[src/design/dpw_pkg.sv]
// Shared types and constants of the DPW sawtooth oscillator.
package dpw_pkg;

	localparam int OUT_BITS_DEF = 24;
	localparam int CFG_IDX_W    = 2;
	localparam int ACC_W        = 128;
	localparam int PATH_W       = 41;

	localparam logic [PATH_W-1:0] PATH_CAP = 41'h100_0000_0000;
	localparam logic [16:0]       G_ONE    = 17'h1_0000;

	typedef enum logic [CFG_IDX_W-1:0] {
		CFG_PHASE_INC,
		CFG_DPW2_GAIN,
		CFG_DPW4_GAIN,
		CFG_MIX_WEIGHT
	} cfg_reg_t;

	typedef enum logic [3:0] {
		ST_IDLE,
		ST_SQ,
		ST_X4,
		ST_DIFF,
		ST_D1,
		ST_D2,
		ST_D3,
		ST_P2,
		ST_C2,
		ST_P4,
		ST_C4,
		ST_MIX,
		ST_ABS,
		ST_OUT
	} step_t;

	typedef struct packed {
		step_t      step;
		logic [2:0] cnt;
		logic       issue;
	} ctrl_t;

	typedef enum logic [1:0] {
		SH_0,
		SH_32,
		SH_64
	} mac_shift_t;

	typedef struct packed {
		logic        issue;
		logic        load;
		logic        sub;
		mac_shift_t  shift;
		logic [31:0] a;
		logic [31:0] b;
	} mac_op_t;

endpackage

[src/design/dpw_mac.sv]
// Shared 32x32 multiplier with a 128-bit shift-and-accumulate register.
module dpw_mac (
	input  logic                       clk,
	input  logic                       arst_n,
	input  dpw_pkg::mac_op_t           op,
	output logic [dpw_pkg::ACC_W-1:0]  acc
);
	import dpw_pkg::*;

	logic [63:0]      prod_s1;
	logic             issue_s1;
	logic             load_s1;
	logic             sub_s1;
	mac_shift_t       shift_s1;
	logic [ACC_W-1:0] acc_q;
	logic [ACC_W-1:0] term;
	logic [ACC_W-1:0] base;

	always_ff @(posedge clk or negedge arst_n) begin
		if (!arst_n) begin
			issue_s1 <= 1'b0;
		end else begin
			issue_s1 <= op.issue;
		end
	end

	always_ff @(posedge clk) begin
		prod_s1  <= op.a * op.b;
		load_s1  <= op.load;
		sub_s1   <= op.sub;
		shift_s1 <= op.shift;
	end

	always_comb begin
		case (shift_s1)
			SH_0:    term = {64'd0, prod_s1};
			SH_32:   term = {32'd0, prod_s1, 32'd0};
			SH_64:   term = {prod_s1, 64'd0};
			default: term = '0;
		endcase
		base = load_s1 ? '0 : acc_q;
	end

	always_ff @(posedge clk) begin
		if (issue_s1) begin
			acc_q <= sub_s1 ? (base - term) : (base + term);
		end
	end

	assign acc = acc_q;

endmodule

[config.mk]
export PLATFORM = sky130hd
export DESIGN_NAME = dpw_mac
export DESIGN_NICKNAME = d
export VERILOG_FILES = /design/src/design/dpw_pkg.sv /design/src/design/dpw_mac.sv
export SDC_FILE = /design/constraint.sdc
export NUM_CORES = 2
export LEC_CHECK = 0
export BUFFER_PORTS_ARGS = -buffer_cell sky130_fd_sc_hd__buf_2
export CAP_MARGIN = 15
export CORE_UTILIZATION = 49
export CTS_CLUSTER_DIAMETER = 60
export DETAILED_ROUTE_END_ITERATION = 16
export MAX_ROUTING_LAYER = met4
export PLACE_DENSITY_LB_ADDON = 0.2
export SKIP_CTS_REPAIR_TIMING = 1
export SYNTH_ARGS = -nofsm -noshare
export SYNTH_HDL_FRONTEND = slang
export SYNTH_SLANG_ARGS = --single-unit
[constraint.sdc]
create_clock -name clk -period 6.9 [get_ports clk]
set_input_delay 0.69 -clock clk [delete_from_list [all_inputs] [get_ports clk]]
set_output_delay 0.69 -clock clk [all_outputs]
set_load 0.02 [all_outputs]
==> summary.txt <==
Outcome
  – Status: finished with violations
  – Failing checks: setup timing

Routing
  – Residual DRC: 0
  – TritonRoute pass-1 iters: 8
  – Routed Antenna Nets: 0
  – Wire per inst: 22.0 µm
  – DR vias: 47472
  – DR iter-0 viols: about 4000
  – Detailed Route WL: between 150000 and 200000 µm
  – Vias/cell: 5.69

Place
  – Routability cong.: between 1 and 1.5
  – PortBufs: 198
  – Area post-placement: between 60000 and 70000 µm²
  – Dpl ws: -1.08 ns
  – Hpwl dp: around 150000 µm

Critical path
  – Critical Path Start: op[48]
  – FF-to-FF path depth: 26
  – Crit path capture: prod_s1[61]
  – Setup crit end kind: flip-flop
  – CP Class: in2reg
  – FF-to-FF End: acc[125]
  – Worst r2r src: shift_s1[1]
  – WP data required: 7.29 ns
  – CP startpoint kind: primary input
  – CP arrival: roughly 7.7 ns
  – Worst-path maximum fanout: 5
  – R2r setup slk: between 0.3 and 0.4 ns

Logic synthesis
  – Netlist Area Pre-Place: about 54000 µm²
  – Synthesized flop and latch total: 197
  – Syn_area_per_cell: 8.38 µm²
  – Sequential fraction of the synthesis area: 9.69%
  – Post-synth EDFFs: ~130
  – Mapped Cells: roughly 6400
  – Fraction of registers with async set/reset: 0.508%
  – Syn Nets: 7799
  – Ys Warns: 0
  – Top_reg_cell synth: edfxtp_1
  – Yosys cell types: 95

GRT
  – Total track usage: roughly 33%
  – First-pass GRT wire length: 279000 µm
  – Largest net degree at the start of global routing: 80
  – Gr ovfl total: 0
  – Vias in the first global route: between 40000 and 50000
  – Initial antenna violation count: 9

Floorplan
  – DIE AREA: ~110000 µm²
  – Ports: approximately 200
  – Rows: 121
  – Die Ht: around 330 µm
  – Initial core utilization: between 40% and 50%
  – Die Wd: 334 µm
  – Core area: roughly 110000 µm²

STA
  – Minimum clock period after layout: about 7.3 ns
  – RSZ-0062 raised after global routing: yes
  – Max Slew Vio Count: 0
  – Setup violators final: 25
  – Worst relative slew slack: 35.8%
  – Slew @ Worst Pin: 0.964 ns
  – Setup ws final: -0.363 ns
  – Final worst path period share: 105%
  – Final hold vios: 0
  – Hold Slack: between 0.2 and 0.3 ns
  – Clock skew: between 0.02 and 0.03 ns
  – Max frequency: approximately 140 MHz

Hold path
  – Hold WC Path Type: in2reg

Final layout
  – Layout cells sized above 1: 16.5%
  – Fin area: 62900 µm²
  – FILL cells: slightly below 10000
  – Commonest cells after routing, fill and taps aside: inv_1 (936), fa_1 (871), nand2_1 (690), buf_4 (600), and2_1 (588)
  – Final #Nets: roughly 8300
  – Most common cell after layout, fill and taps aside: inv_1
  – Synth-to-Final Area Change: 16.5%

CTS
  – Sink Count: a little under 200
  – Clock slew at reported path FFs: roughly 0.090 ns
  – Max Root-Sink Buffers: 2
  – Htree depth: 4
  – Root buf cell: clkbuf_16
  – CTS tree: built
  – Worst-Skew Late Latency: 0.49 ns
  – Clock buffer count from CTS: 17

Job
  – Max-cap violations: 0
==> metrics by stage <==
step | setup TNS (ns) | util [%] | cells
3_3_place_gp | -22.94 | 55.5 | 8255
6_report | -5.74 | 57.7 | 8344
3_5_place_dp | -25.62 | 55.5 | 8255
5_1_grt | -10.34 | 57.7 | 8344
2_1_floorplan | -2.05 | - | 6440
4_1_cts | -7.05 | 56.0 | 8287
==> cells by family (layout without fill, tap and decap cells) <==
family	Yosys count	count (layout)	synth area share (%)
buffers and inverters	1373	1856	9.61
AND/OR/NAND/NOR	2220	2220	21.0
flip-flops	197	197	9.69
other	0	7	0
AO/OA/AOI/OAI	1056	1056	12.3
multiplexers	40	40	0.753
adder cells (fa/ha/maj)	1288	1288	42.3
XOR/XNOR	266	266	4.32
==> flip-flops by register name, indices dropped and copies added (netlist names) <==
| signal | count |
|---|---|
| prod_s1 | 64 |
| load_s1 | 1 |
| issue_s1 | 1 |
| acc | 128 |
| shift_s1 | 2 |
| sub_s1 | 1 |
==> cell type report <==
cell class                 instances  area [µm²]  share of cell area [%]
multi-input combinational       4870       44600                    70.9
clock inverter                    13         125                   0.199
sequential                       197        5250                    8.34
antenna                            7        17.5                  0.0278
tap                             1414        1770                    2.81
timing repair buffer             873        7130                    11.3
inverter                         951        3570                    5.68
clock buffer                      19         464                   0.738
==> worst max-delay path, cell delays in order <==
cell	delay, ns
buf_4	0.17
buf_6	0.14
and2_1	0.17
fa_2	0.58
fa_2	0.45
fa_1	0.51
inv_1	0.05
fa_1	0.56
inv_2	0.05
fa_1	0.50
fa_2	0.59
fa_1	0.44
fa_2	0.57
ha_4	0.13
buf_4	0.10
a21oi_2	0.05
o21ai_2	0.21
nor4_2	0.08
buf_4	0.16
a2111oi_4	0.42
o31ai_4	0.15
or4_4	0.44
nand4_1	0.13
nand2_1	0.10
o311ai_1	0.22
==> worst min-delay path by stage <==
stage / from / end / depth (start not counted)
5_1_grt: op[68] / issue_s1 / 1
3_3_place_gp: arst_n / issue_s1 / 1
4_1_cts: arst_n / issue_s1 / 1
3_5_place_dp: arst_n / issue_s1 / 1
6_report: op[68] / issue_s1 / 1
2_1_floorplan: arst_n / issue_s1 / 0
==> cell usage after synthesis (14+ instances only) <==
cell type	n	area [µm²]
nand3_1	60	300
o21ai_0	193	966
a31oi_1	57	357
dfxtp_1	68	1360
a211oi_1	28	210
a21o_1	88	661
nand4_1	94	588
mux2i_1	35	350
xor2_1	121	1060
nor2_1	318	1190
inv_1	950	3570
or3_1	20	125
edfxtp_1	128	3840
nand2b_1	19	119
fa_1	897	18000
nand2_1	694	2610
buf_1	18	67.6
a21oi_1	364	1820
and3_1	36	225
or2_2	15	93.8
a21boi_0	14	105
o22ai_1	16	100
nor4_1	25	156
and4_1	14	123
ha_1	391	4890
and2_1	617	3860
xnor2_1	145	1270
a22oi_1	31	233
o21bai_1	67	503
nor3_1	102	510
o211ai_1	22	165
nor2b_1	159	995
buf_2	14	70.1
clkbuf_1	386	1450
o21a_1	26	195
o31ai_1	25	188
==> routing by layer <==
| metal | up-vias | track usage (%) | part of all wire (%) |
|---|---|---|---|
| met1 | 23709 | 43.2 | 42 |
| met2 | 1752 | 53.3 | 47 |
| li1 | 21633 | - | - |
| met4 | 0 | 11.8 | 4.0 |
| met5 | - | - | 0 |
| met3 | 378 | 4.22 | 6.7 |
Power is not shown: default switching activity piles up to over one toggle a cycle in this logic, so the estimate is an artifact.
