[config.mk]
export PLATFORM = sky130hd
export DESIGN_NAME = dpw_ctrl
export DESIGN_NICKNAME = d
export VERILOG_FILES = /design/src/design/dpw_pkg.sv /design/src/design/dpw_ctrl.sv
export SDC_FILE = /design/constraint.sdc
export NUM_CORES = 1
export LEC_CHECK = 0
export BUFFER_PORTS_ARGS = -buffer_cell sky130_fd_sc_hd__buf_2
export CAP_MARGIN = 20
export CORE_AREA = 2 2 39 41
export DETAILED_ROUTE_END_ITERATION = 8
export DIE_AREA = 0 0 41 43
export PLACE_DENSITY = 0.69
export SKIP_CTS_REPAIR_TIMING = 1
export SYNTH_ARGS = -nofsm -noshare
export SYNTH_HDL_FRONTEND = slang
export SYNTH_SLANG_ARGS = --single-unit
[constraint.sdc]
create_clock -name clk -period 3.6 [get_ports clk]
set_clock_uncertainty 0.15 [all_clocks]
set_input_delay 0.72 -clock clk [delete_from_list [all_inputs] [get_ports clk]]
set_output_delay 0.72 -clock clk [all_outputs]
set_load 0.02 [all_outputs]
[src/design/dpw_pkg.sv]
// Shared types and constants of the DPW sawtooth oscillator.
package dpw_pkg;

	localparam int OUT_BITS_DEF = 24;
	localparam int CFG_IDX_W    = 2;
	localparam int ACC_W        = 128;
	localparam int PATH_W       = 41;

	localparam logic [PATH_W-1:0] PATH_CAP = 41'h100_0000_0000;
	localparam logic [16:0]       G_ONE    = 17'h1_0000;

	typedef enum logic [CFG_IDX_W-1:0] {
		CFG_PHASE_INC,
		CFG_DPW2_GAIN,
		CFG_DPW4_GAIN,
		CFG_MIX_WEIGHT
	} cfg_reg_t;

	typedef enum logic [3:0] {
		ST_IDLE,
		ST_SQ,
		ST_X4,
		ST_DIFF,
		ST_D1,
		ST_D2,
		ST_D3,
		ST_P2,
		ST_C2,
		ST_P4,
		ST_C4,
		ST_MIX,
		ST_ABS,
		ST_OUT
	} step_t;

	typedef struct packed {
		step_t      step;
		logic [2:0] cnt;
		logic       issue;
	} ctrl_t;

	typedef enum logic [1:0] {
		SH_0,
		SH_32,
		SH_64
	} mac_shift_t;

	typedef struct packed {
		logic        issue;
		logic        load;
		logic        sub;
		mac_shift_t  shift;
		logic [31:0] a;
		logic [31:0] b;
	} mac_op_t;

endpackage

[src/design/dpw_ctrl.sv]
// Step sequencer: walks one item through the shared multiplier schedule.
module dpw_ctrl (
	input  logic            clk,
	input  logic            arst_n,
	input  logic            in_valid,
	input  logic            out_free,
	output dpw_pkg::ctrl_t  ctrl
);
	import dpw_pkg::*;

	step_t      state_q;
	step_t      state_d;
	logic [2:0] cnt_q;
	logic [2:0] cnt_d;
	logic [2:0] last;
	logic       done;

	always_ff @(posedge clk or negedge arst_n) begin
		if (!arst_n) begin
			state_q <= ST_IDLE;
			cnt_q   <= 3'd0;
		end else begin
			state_q <= state_d;
			cnt_q   <= cnt_d;
		end
	end

	always_comb begin
		// multiply steps issue their partial products, then wait for the multiplier to drain
		case (state_q)
			ST_SQ:                         last = 3'd1;
			ST_X4, ST_P2, ST_P4, ST_MIX:   last = 3'd4;
			default:                       last = 3'd0;
		endcase
		done    = (cnt_q == last);
		state_d = state_q;
		cnt_d   = done ? 3'd0 : cnt_q + 3'd1;
		case (state_q)
			ST_IDLE: if (in_valid) state_d = ST_SQ;
			ST_SQ:   if (done) state_d = ST_X4;
			ST_X4:   if (done) state_d = ST_DIFF;
			ST_DIFF: state_d = ST_D1;
			ST_D1:   state_d = ST_D2;
			ST_D2:   state_d = ST_D3;
			ST_D3:   state_d = ST_P2;
			ST_P2:   if (done) state_d = ST_C2;
			ST_C2:   state_d = ST_P4;
			ST_P4:   if (done) state_d = ST_C4;
			ST_C4:   state_d = ST_MIX;
			ST_MIX:  if (done) state_d = ST_ABS;
			ST_ABS:  state_d = ST_OUT;
			ST_OUT:  if (out_free) state_d = ST_IDLE;
			default: state_d = ST_IDLE;
		endcase
		ctrl.step  = state_q;
		ctrl.cnt   = cnt_q;
		ctrl.issue = (cnt_q < last);
	end

	a_cnt_only_mul: assert property (@(posedge clk) disable iff (!arst_n)
		(cnt_q != 3'd0) |-> (state_q == ST_SQ || state_q == ST_X4 || state_q == ST_P2 ||
			state_q == ST_P4 || state_q == ST_MIX))
		else $error("step counter running outside a multiply step");

	a_accept_starts: assert property (@(posedge clk) disable iff (!arst_n)
		(state_q == ST_IDLE && in_valid) |=> (state_q == ST_SQ && cnt_q == 3'd0))
		else $error("accepted item did not start the square step");

	a_out_hold: assert property (@(posedge clk) disable iff (!arst_n)
		(state_q == ST_OUT && !out_free) |=> (state_q == ST_OUT))
		else $error("left output step while output register was full");

endmodule

==> results.cfg, run 1 <==
[global_route]
antenna_found_initial = 0
grt_max_degree = 15
grt_usage_pct = 12.3
grt-ovfl-total = 0
grt_first_pass_wirelength_um = 1410
grt_pass1_vias = 346

[timing]
setup_viol = 0
fin_crit_sh_pct = 71.3
fmax_ghz = 0.389
maxSlewViolCount = 0
maxSlewHeadroom_pct = 72.5
holdWs_ps = 140
min_period_ps = 2570
tightest_slew_ps = 412
rsz0062_at_grt = no
hold_violations = 0
setup_tns_ps = 0

[critical_path]
crit_fanout = 12
worst_ep_required_time_ps = 2730
arrival_ps = 1700
reg2reg_from = state_q[1]
worstSetupPathType = register to output port
rrSetupSlack_ps = 1290
cp-end-kind = output port
start_kind = register
rr_worst_depth = 6
worstReg2RegEnd = state_q[2]
critPathCapture = ctrl[0]
startpoint = state_q[1]

[logic_synthesis]
synth_nets = 61
synth_edf_count = 0
netlist_top_cells_count = dfrtp_1 (7), a21oi_1 (5), buf_2 (4), nand2_1 (4), nor2_1 (4)
ys_seq_area_share_pct = 35.4
yosys-top-cells-area = dfrtp_1 (35%), ha_1 (7.6%), a21oi_1 (5.1%)
yosys.cell_types.count = 26
ys.flop_type = dfrtp_1
async_reset_ff_share_pct = 100
syn_area_um2 = 495
synth_warnings = 0
ys_ff_latch = 7
yosysMostFrequentCell = dfrtp_1
synth_cells = 54
synth_top_area_share_pct = 35.4
yosysTopAreaCell = dfrtp_1
syn_area_per_cell_um2 = 9.18

[finish]
drive_gt1_share_pct = 25.0
multi_input_area_um2 = 285
area_growth_pct = 14.1
fillers = 149
nets = 72
ff_latch_area_um2 = 175
antenna_cells = 0

[clock_network]
clock_path_buffers = 2
clkSinkCount = 7
htree_levels = 1
path_clk_slew_ps = 50
numCtsBuffers = 3
clk_latency_ps = 250
root_buffer = clkbuf_4
cts_tree = yes

[floorplanning]
die_area_um2 = 1760
rows = 14
start_util_pct = 35.8
core-area_um2 = 1380
dieWidth_um = 41
die_h_um = 43
io_pins = 12

[placement]
dp_hpwl_um = 668
port_buffers = 11
gp_congestion = 0.670

[detailed_routing]
ant_nets = 0
first_iter_violations = 2
routed_via_density = 5.19
firstDrtPassIters = 3
vias = 415
wl_per_cell_um = 11.1
drt_wl_total_um = 891
route.detailed.drc = 0

[power_and_ir_drop]
power.leakage_uw = 0.000257
cellPowerDensity_nw_per_um2 = 1110
peakVddDrop_v = 0.000382

[worst_hold_path]
holdCritPathClass = primary input to asynchronous set/reset pin

[status]
status = finished clean

[flow_run]
drv_cap = 0
-- cell families (layout without fill, tap and decap cells) --
group                      Yosys count  count (layout)  share of synthesized area, %
AOI/OAI and AO/OA                   13              13                          19.7
adders and majority gates            3               3                          7.58
buffers and inverters                6              16                          7.07
and+or+nand+nor                     22              22                          23.7
muxes                                1               1                          3.03
xor gates and xnor gates             2               2                          3.54
DFF                                  7               7                          35.4
-- power breakdown --
group	internal [uW]	leakage, uW	switching, uW
logic	170	0.000159	195
clock network	42.1	0.0000150	25.9
registers	117	0.0000833	74.8
total	329	0.000257	296
-- worst max-delay path: stages (launching register included) --
cell and delay, ps:
dfrtp_1 530, nor2b_1 230, a21oi_1 90, ha_1 300, a21oi_1 130, buf_2 170
-- metrics by stage --
step	instances	power [uW]	cell area, um2	worst slack (ps)	util [%]
3_3_place_gp	76	555	539	1300	39.0
4_1_cts	80	633	566	1030	40.9
2_1_floorplan	54	494	495	1180	-
6_report	80	625	566	1030	40.9
3_5_place_dp	76	562	539	1290	39.0
5_1_grt	80	690	566	894	40.9
-- how the worst min path moves through the flow --
stage / from / endpoint / slack (ps) / cells after the start
finish: arst_n / cnt_q[2] / 140 / 1
global route: arst_n / cnt_q[1] / 140 / 1
CTS: arst_n / state_q[0] / 130 / 1
detailed placement: cnt_q[0] / cnt_q[0] / 330 / 1
global placement: cnt_q[0] / cnt_q[0] / 330 / 1
floorplan: arst_n / cnt_q[0] / 270 / 0
-- sequential cells by signal (all words and copies together), names as in the netlist --
name / flops
cnt_q: 3
state_q: 4
-- per-layer routing --
| layer | vias up | wire length [um] | track usage, % |
|---|---|---|---|
| li1 | 212 | - | - |
| met1 | 194 | 453 | 17.0 |
| met2 | 6 | 396 | 15.3 |
| met3 | 3 | 17 | 3.14 |
| met4 | 0 | 23 | 10.0 |
| met5 | - | 0 | 0 |
-- area by class of cell --
cell class / instances / area share (%)
clock buffer: 4 / 4.65
inverter: 1 / 0.664
multi-input combinational: 41 / 50.4
sequential: 7 / 31.0
tap: 16 / 3.54
timing repair buffer: 11 / 9.73
-- placed cells by master (no fill, tap or decap), types with 2 or more instances in the layout --
cell type / synthesis / final
nand2b_1: 3 / 3
dfrtp_1: 7 / 7
a32o_1: 2 / 2
ha_1: 3 / 3
a21oi_1: 5 / 5
buf_2: 4 / 11
nor3_1: 2 / 2
nand2_1: 4 / 4
nor2_1: 4 / 4
clkbuf_4: 0 / 3
nand3_1: 2 / 2
nor2b_1: 2 / 2
xnor2_1: 2 / 2
No activity file was read; power rests on OpenSTA's default activity.
==> inputs of run 2 (changes only) <==
==> constraint.sdc (replaced) <==
create_clock -name clk -period 2.61 [get_ports clk]
set_clock_uncertainty 0.15 [all_clocks]
set_input_delay 0.522 -clock clk [delete_from_list [all_inputs] [get_ports clk]]
set_output_delay 0.522 -clock clk [all_outputs]
set_load 0.02 [all_outputs]
==> run 2 against run 1 <==
Design area rose by 3.1%. First-iteration DRC count increased to 2.5 times the previous value. Critical path depth unchanged. Via count decreased by 0.24%. Count of clock-buffer cells in the layout did not move. Sequential share of layout area fell by 0.93 points. Register-to-register slack worse by 1000 ps. Clock power up 37%.
==> results.cfg, run 2 (synthesis gave the netlist of run 1 again) <==
[global_route]
antenna_found_initial = 0
grt_first_pass_wirelength_um = 1500
grt_max_degree = 14
grt_usage_pct = 12.6
grt_pass1_vias = 373
grt-ovfl-total = 0

[critical_path]
crit_fanout = 12
critPathSlowestCell = dfrtp_1
start_kind = register
worstSetupPathType = register to output port
cp_slowest_stage_delay_ps = 550
critical_path.cell_chain = nor2b_1 -> a21oi_1 -> ha_1 -> a21oi_1 -> buf_2
path_common_cell = a21oi_1
worst_ep_required_time_ps = 1940
arrival_ps = 1740
cp-end-kind = output port

[timing]
setup_tns_ps = 0
hold_violations = 0
min_period_ps = 2420
tightest_slew_ps = 361
rsz0062_at_grt = no
fmax_ghz = 0.414
maxSlewViolCount = 0
fin_crit_sh_pct = 92.6
setup_viol = 0
maxSlewHeadroom_pct = 75.9

[finish]
regMostFlops = state_q
largest_reg_flops = 4
layout_common_cells = buf_2 (11), dfrtp_1 (7), a21oi_1 (5), nand2_1 (4), nor2_1 (4)
area_growth_pct = 17.7
drive_gt1_share_pct = 25.8
mostFrequentLayoutCell = buf_2
biggestRegsByFlops = state_q x4, cnt_q x3
final_cells = 82
antenna_cells = 0
nets = 74
final_area_um2 = 583

[placement]
place_area_um2 = 547
port_buffers = 11
dp.cells = 77
gp_congestion = 0.702

[clock_network]
clkSinkCount = 7
path_clk_slew_ps = 50
root_buffer = clkbuf_4
numCtsBuffers = 3
cts_tree = yes
htree_levels = 1
clk_latency_ps = 240
clock_path_buffers = 2

[power_and_ir_drop]
pwr-share-comb_pct = 60.7
switching_share_pct = 47.3
finalPower_uw = 879
peakVddDrop_v = 0.000586
switching_power_uw = 416
cellPowerDensity_nw_per_um2 = 1510
p_int_uw = 464
p_seq_share_pct = 28.7
p_clk_share_pct = 10.6
power.leakage_uw = 0.000266

[detailed_routing]
ant_nets = 0
drt_wl_total_um = 984
firstDrtPassIters = 4
routed_via_density = 5.05
vias = 414
first_iter_violations = 5
wl_per_cell_um = 12.0
route.detailed.drc = 0

[floorplanning]
dieWidth_um = 41
io_pins = 12
die_h_um = 43
core-area_um2 = 1380
start_util_pct = 35.8
rows = 14
die_area_um2 = 1760

[worst_hold_path]
holdCritPathClass = register to register

[status]
status = finished clean

[flow_run]
drv_cap = 0
## run 2: changes by cell type in the layout (fill, tap and decap cells not counted)
cell / delta
buf_4: +1
dlygate4sd3_1: +1
## run 2: worst paths after layout
check                                 from         end  slack [ps]  cells after the start
max in group asynchronous           arst_n  state_q[3]        1650                      2
min in group asynchronous           arst_n    cnt_q[2]         510                      2
worst min register to register    cnt_q[0]    cnt_q[0]         330                      1
worst max register to register  state_q[1]  state_q[2]         270                      6
worst max-delay path            state_q[1]     ctrl[0]         190                      5
worst min-delay path              cnt_q[0]    cnt_q[0]         330                      1
## run 2: routing by layer
metal,vias to the layer above,global-route usage (%),wire (um)
met1,195,17.2,457
met5,-,0,0
li1,216,-,-
met4,0,8.00,0
met3,0,1.57,16
met2,3,18.1,510
## run 2: critical path: cells and delay by family (launching register included)
kind	cells	cell delay, ps
AO/OA/AOI/OAI	2	220
adder cells (fa/ha/maj)	1	310
buffers and inverters	1	170
flip-flops	1	550
AND/OR/NAND/NOR	1	240
## run 2: power by group through the flow
stage | registers, uW | logic [uW] | clock network (uW)
2_1_floorplan | 259 | 422 | 0
3_3_place_gp | 253 | 527 | 0
3_5_place_dp | 254 | 538 | 0
4_1_cts | 252 | 540 | 98.5
5_1_grt | 265 | 585 | 103
6_report | 253 | 534 | 93.2
## run 2: area by class of cell
class | instances | area [um2]
well taps | 16 | 20.0
inverters | 1 | 3.75
fillers | 137 | 801
clock buffers | 4 | 26.3
repair buffers | 13 | 72.6
multi-input cells | 41 | 285
flip-flops and latches | 7 | 175
## run 2: per-stage QoR
| stage | worst slack, ps | utilization [%] | hold slack, ps |
|---|---|---|---|
| after CTS | 165 | 41.4 | -54.4 |
| after detailed placement | 271 | 39.5 | 210 |
| after global routing | 70.1 | 42.1 | 354 |
| after floorplan | 386 | - | 76.4 |
| final | 194 | 42.1 | 334 |
| after global placement | 358 | 39.5 | 209 |
==> inputs of run 3 (changes only) <==
--- a/config.mk
+++ b/config.mk
@@ -5,12 +5,13 @@
 export SDC_FILE = /design/constraint.sdc
 export NUM_CORES = 1
 export LEC_CHECK = 0
+export ABC_AREA = 1
 export BUFFER_PORTS_ARGS = -buffer_cell sky130_fd_sc_hd__buf_2
 export CAP_MARGIN = 20
 export CORE_AREA = 2 2 39 41
 export DETAILED_ROUTE_END_ITERATION = 8
 export DIE_AREA = 0 0 41 43
-export PLACE_DENSITY = 0.69
+export PLACE_DENSITY = 0.72
 export SKIP_CTS_REPAIR_TIMING = 1
 export SYNTH_ARGS = -nofsm -noshare
 export SYNTH_HDL_FRONTEND = slang
==> run 3 against run 2 <==
First-iteration DRC count up 80%. Largest cell class unchanged. Highest routed layer is now met4. Sequential share of layout area shrank 1.9 points. Critical path depth up 1. Worst hold slack improved by 7.2 ps. Critical endpoint unchanged. Utilization increased by 3.2 points. Maximum frequency barely moved. Global-route usage is 2.9 points higher. Synthesized cell count up 24%. Non-clock buffer count shrank 1. Via count rose by 16%. Final cell count is 18% higher. Register-to-register slack better by 290 ps.
==> results.cfg, run 3 <==
[status]
status = finished clean

[finish]
final_util_pct = 45.3
layout_common_cells = nand2_1 (13), buf_2 (11), nand3_1 (7)
nets = 89
drive_gt1_share_pct = 33.3
final_area_um2 = 627
biggestRegsByFlops = state_q x4, cnt_q x3
mostFrequentLayoutCell = nand2_1
fillers = 146
area_growth_pct = 19.0
antenna_cells = 0
largest_reg_flops = 4
regMostFlops = state_q

[worst_hold_path]
holdCritPathClass = register to register
hold_depth = 1

[global_route]
grt_pass1_vias = 458
grt-ovfl-total = 0
antenna_found_initial = 0
grt_usage_pct = 15.6
grt_first_pass_wirelength_um = 1780
grt_max_degree = 11

[placement]
dp_hpwl_um = 811
gp_congestion = 0.860
place_area_um2 = 587
port_buffers = 11

[logic_synthesis]
synth_cells = 67
yosys.cell_types.count = 22
yosysMostFrequentCell = nand2_1
yosysTopAreaCell = dfrtp_1
synth_top_area_share_pct = 33.3
yosys-top-cells-area = dfrtp_1 (33%), nand2_1 (9.3%), ha_1 (7.1%)
synth_warnings = 0
synth_edf_count = 0
async_reset_ff_share_pct = 100
netlist_top_cells_count = nand2_1 (13), dfrtp_1 (7), nand3_1 (7), nor2_1 (7), inv_1 (6)
ys.flop_type = dfrtp_1
ys_seq_area_share_pct = 33.3
ys_ff_latch = 7
synth_nets = 74
syn_area_per_cell_um2 = 7.86
syn_area_um2 = 527

[floorplanning]
io_pins = 12
dieWidth_um = 41
rows = 14
core-area_um2 = 1380
die_area_um2 = 1760
start_util_pct = 38.1
die_h_um = 43

[detailed_routing]
first_iter_violations = 9
route.detailed.drc = 0
drt_wl_total_um = 1020
vias = 479
ant_nets = 0
firstDrtPassIters = 4
routed_via_density = 4.94
wl_per_cell_um = 10.5

[timing]
fmax_ghz = 0.414
setup_viol = 0
maxSlewViolCount = 0
min_period_ps = 2420
holdWs_ps = 341
rsz0062_at_grt = no
fin_crit_sh_pct = 92.6
setup_tns_ps = 0
hold_violations = 0
maxSlewHeadroom_pct = 80.7
tightest_slew_ps = 289

[clock_network]
path_clk_slew_ps = 50
numCtsBuffers = 3
clk_latency_ps = 250
cts_tree = yes
root_buffer = clkbuf_4
clkSinkCount = 7
clock_path_buffers = 2
htree_levels = 1

[critical_path]
arrival_ps = 1740
worstSetupPathType = register to output port
cp-end-kind = output port
start_kind = register
worst_ep_required_time_ps = 1940
rr_worst_depth = 11
crit_fanout = 7

[flow_run]
drv_cap = 0
[run 3: cell type report]
type / count / area (um2) / share of cell area (%)
flip-flops and latches: 7 / 176 / 28.1
repair buffers: 12 / 65.1 / 10.4
multi-input cells: 49 / 305 / 48.7
clock buffers: 4 / 26.3 / 4.19
well taps: 16 / 20.0 / 3.19
inverters: 9 / 33.8 / 5.39
[run 3: kinds of logic (layout without fill, tap and decap cells)]
family,count (synthesis),count (layout),synth area share (%)
xor gates and xnor gates,1,1,1.66
and+or+nand+nor,38,38,40.6
DFF,7,7,33.3
buffers and inverters,11,25,9.26
adders and majority gates,3,3,7.13
AOI/OAI and AO/OA,7,7,8.08
[run 3: final timing paths]
kind	endpoint	from	slack [ps]
hold / removal	cnt_q[0]	cnt_q[0]	340
min in group asynchronous	cnt_q[1]	arst_n	500
setup / recovery	ctrl[0]	state_q[3]	190
hold reg to reg	cnt_q[0]	cnt_q[0]	340
max in group asynchronous	state_q[2]	arst_n	1650
setup reg to reg	state_q[2]	state_q[3]	560
[run 3: layer usage]
layer  GRT usage (%)  part of all wire [%]  up-vias
met5               0                     0        -
met4            16.0                   3.6        0
met1            18.5                    42      226
met2            23.1                    54        6
met3               0                  0.39        4
li1                -                     -      243
[run 3: through the flow]
step / cells / setup slack (ps)
after detailed placement: 92 / 410
final: 97 / 193
after global placement: 92 / 393
after floorplan: 67 / 336
after CTS: 96 / 121
after global routing: 97 / 23.9
[run 3: critical path, stage by stage (launching register included)]
cell,delay [ps]
dfrtp_1,450
inv_1,130
nand4_1,120
o211a_1,170
ha_1,320
a21oi_1,150
buf_2,170
Power of run 3 is not shown: default switching activity piles up to over one toggle a cycle in this logic, so the estimate is an artifact.
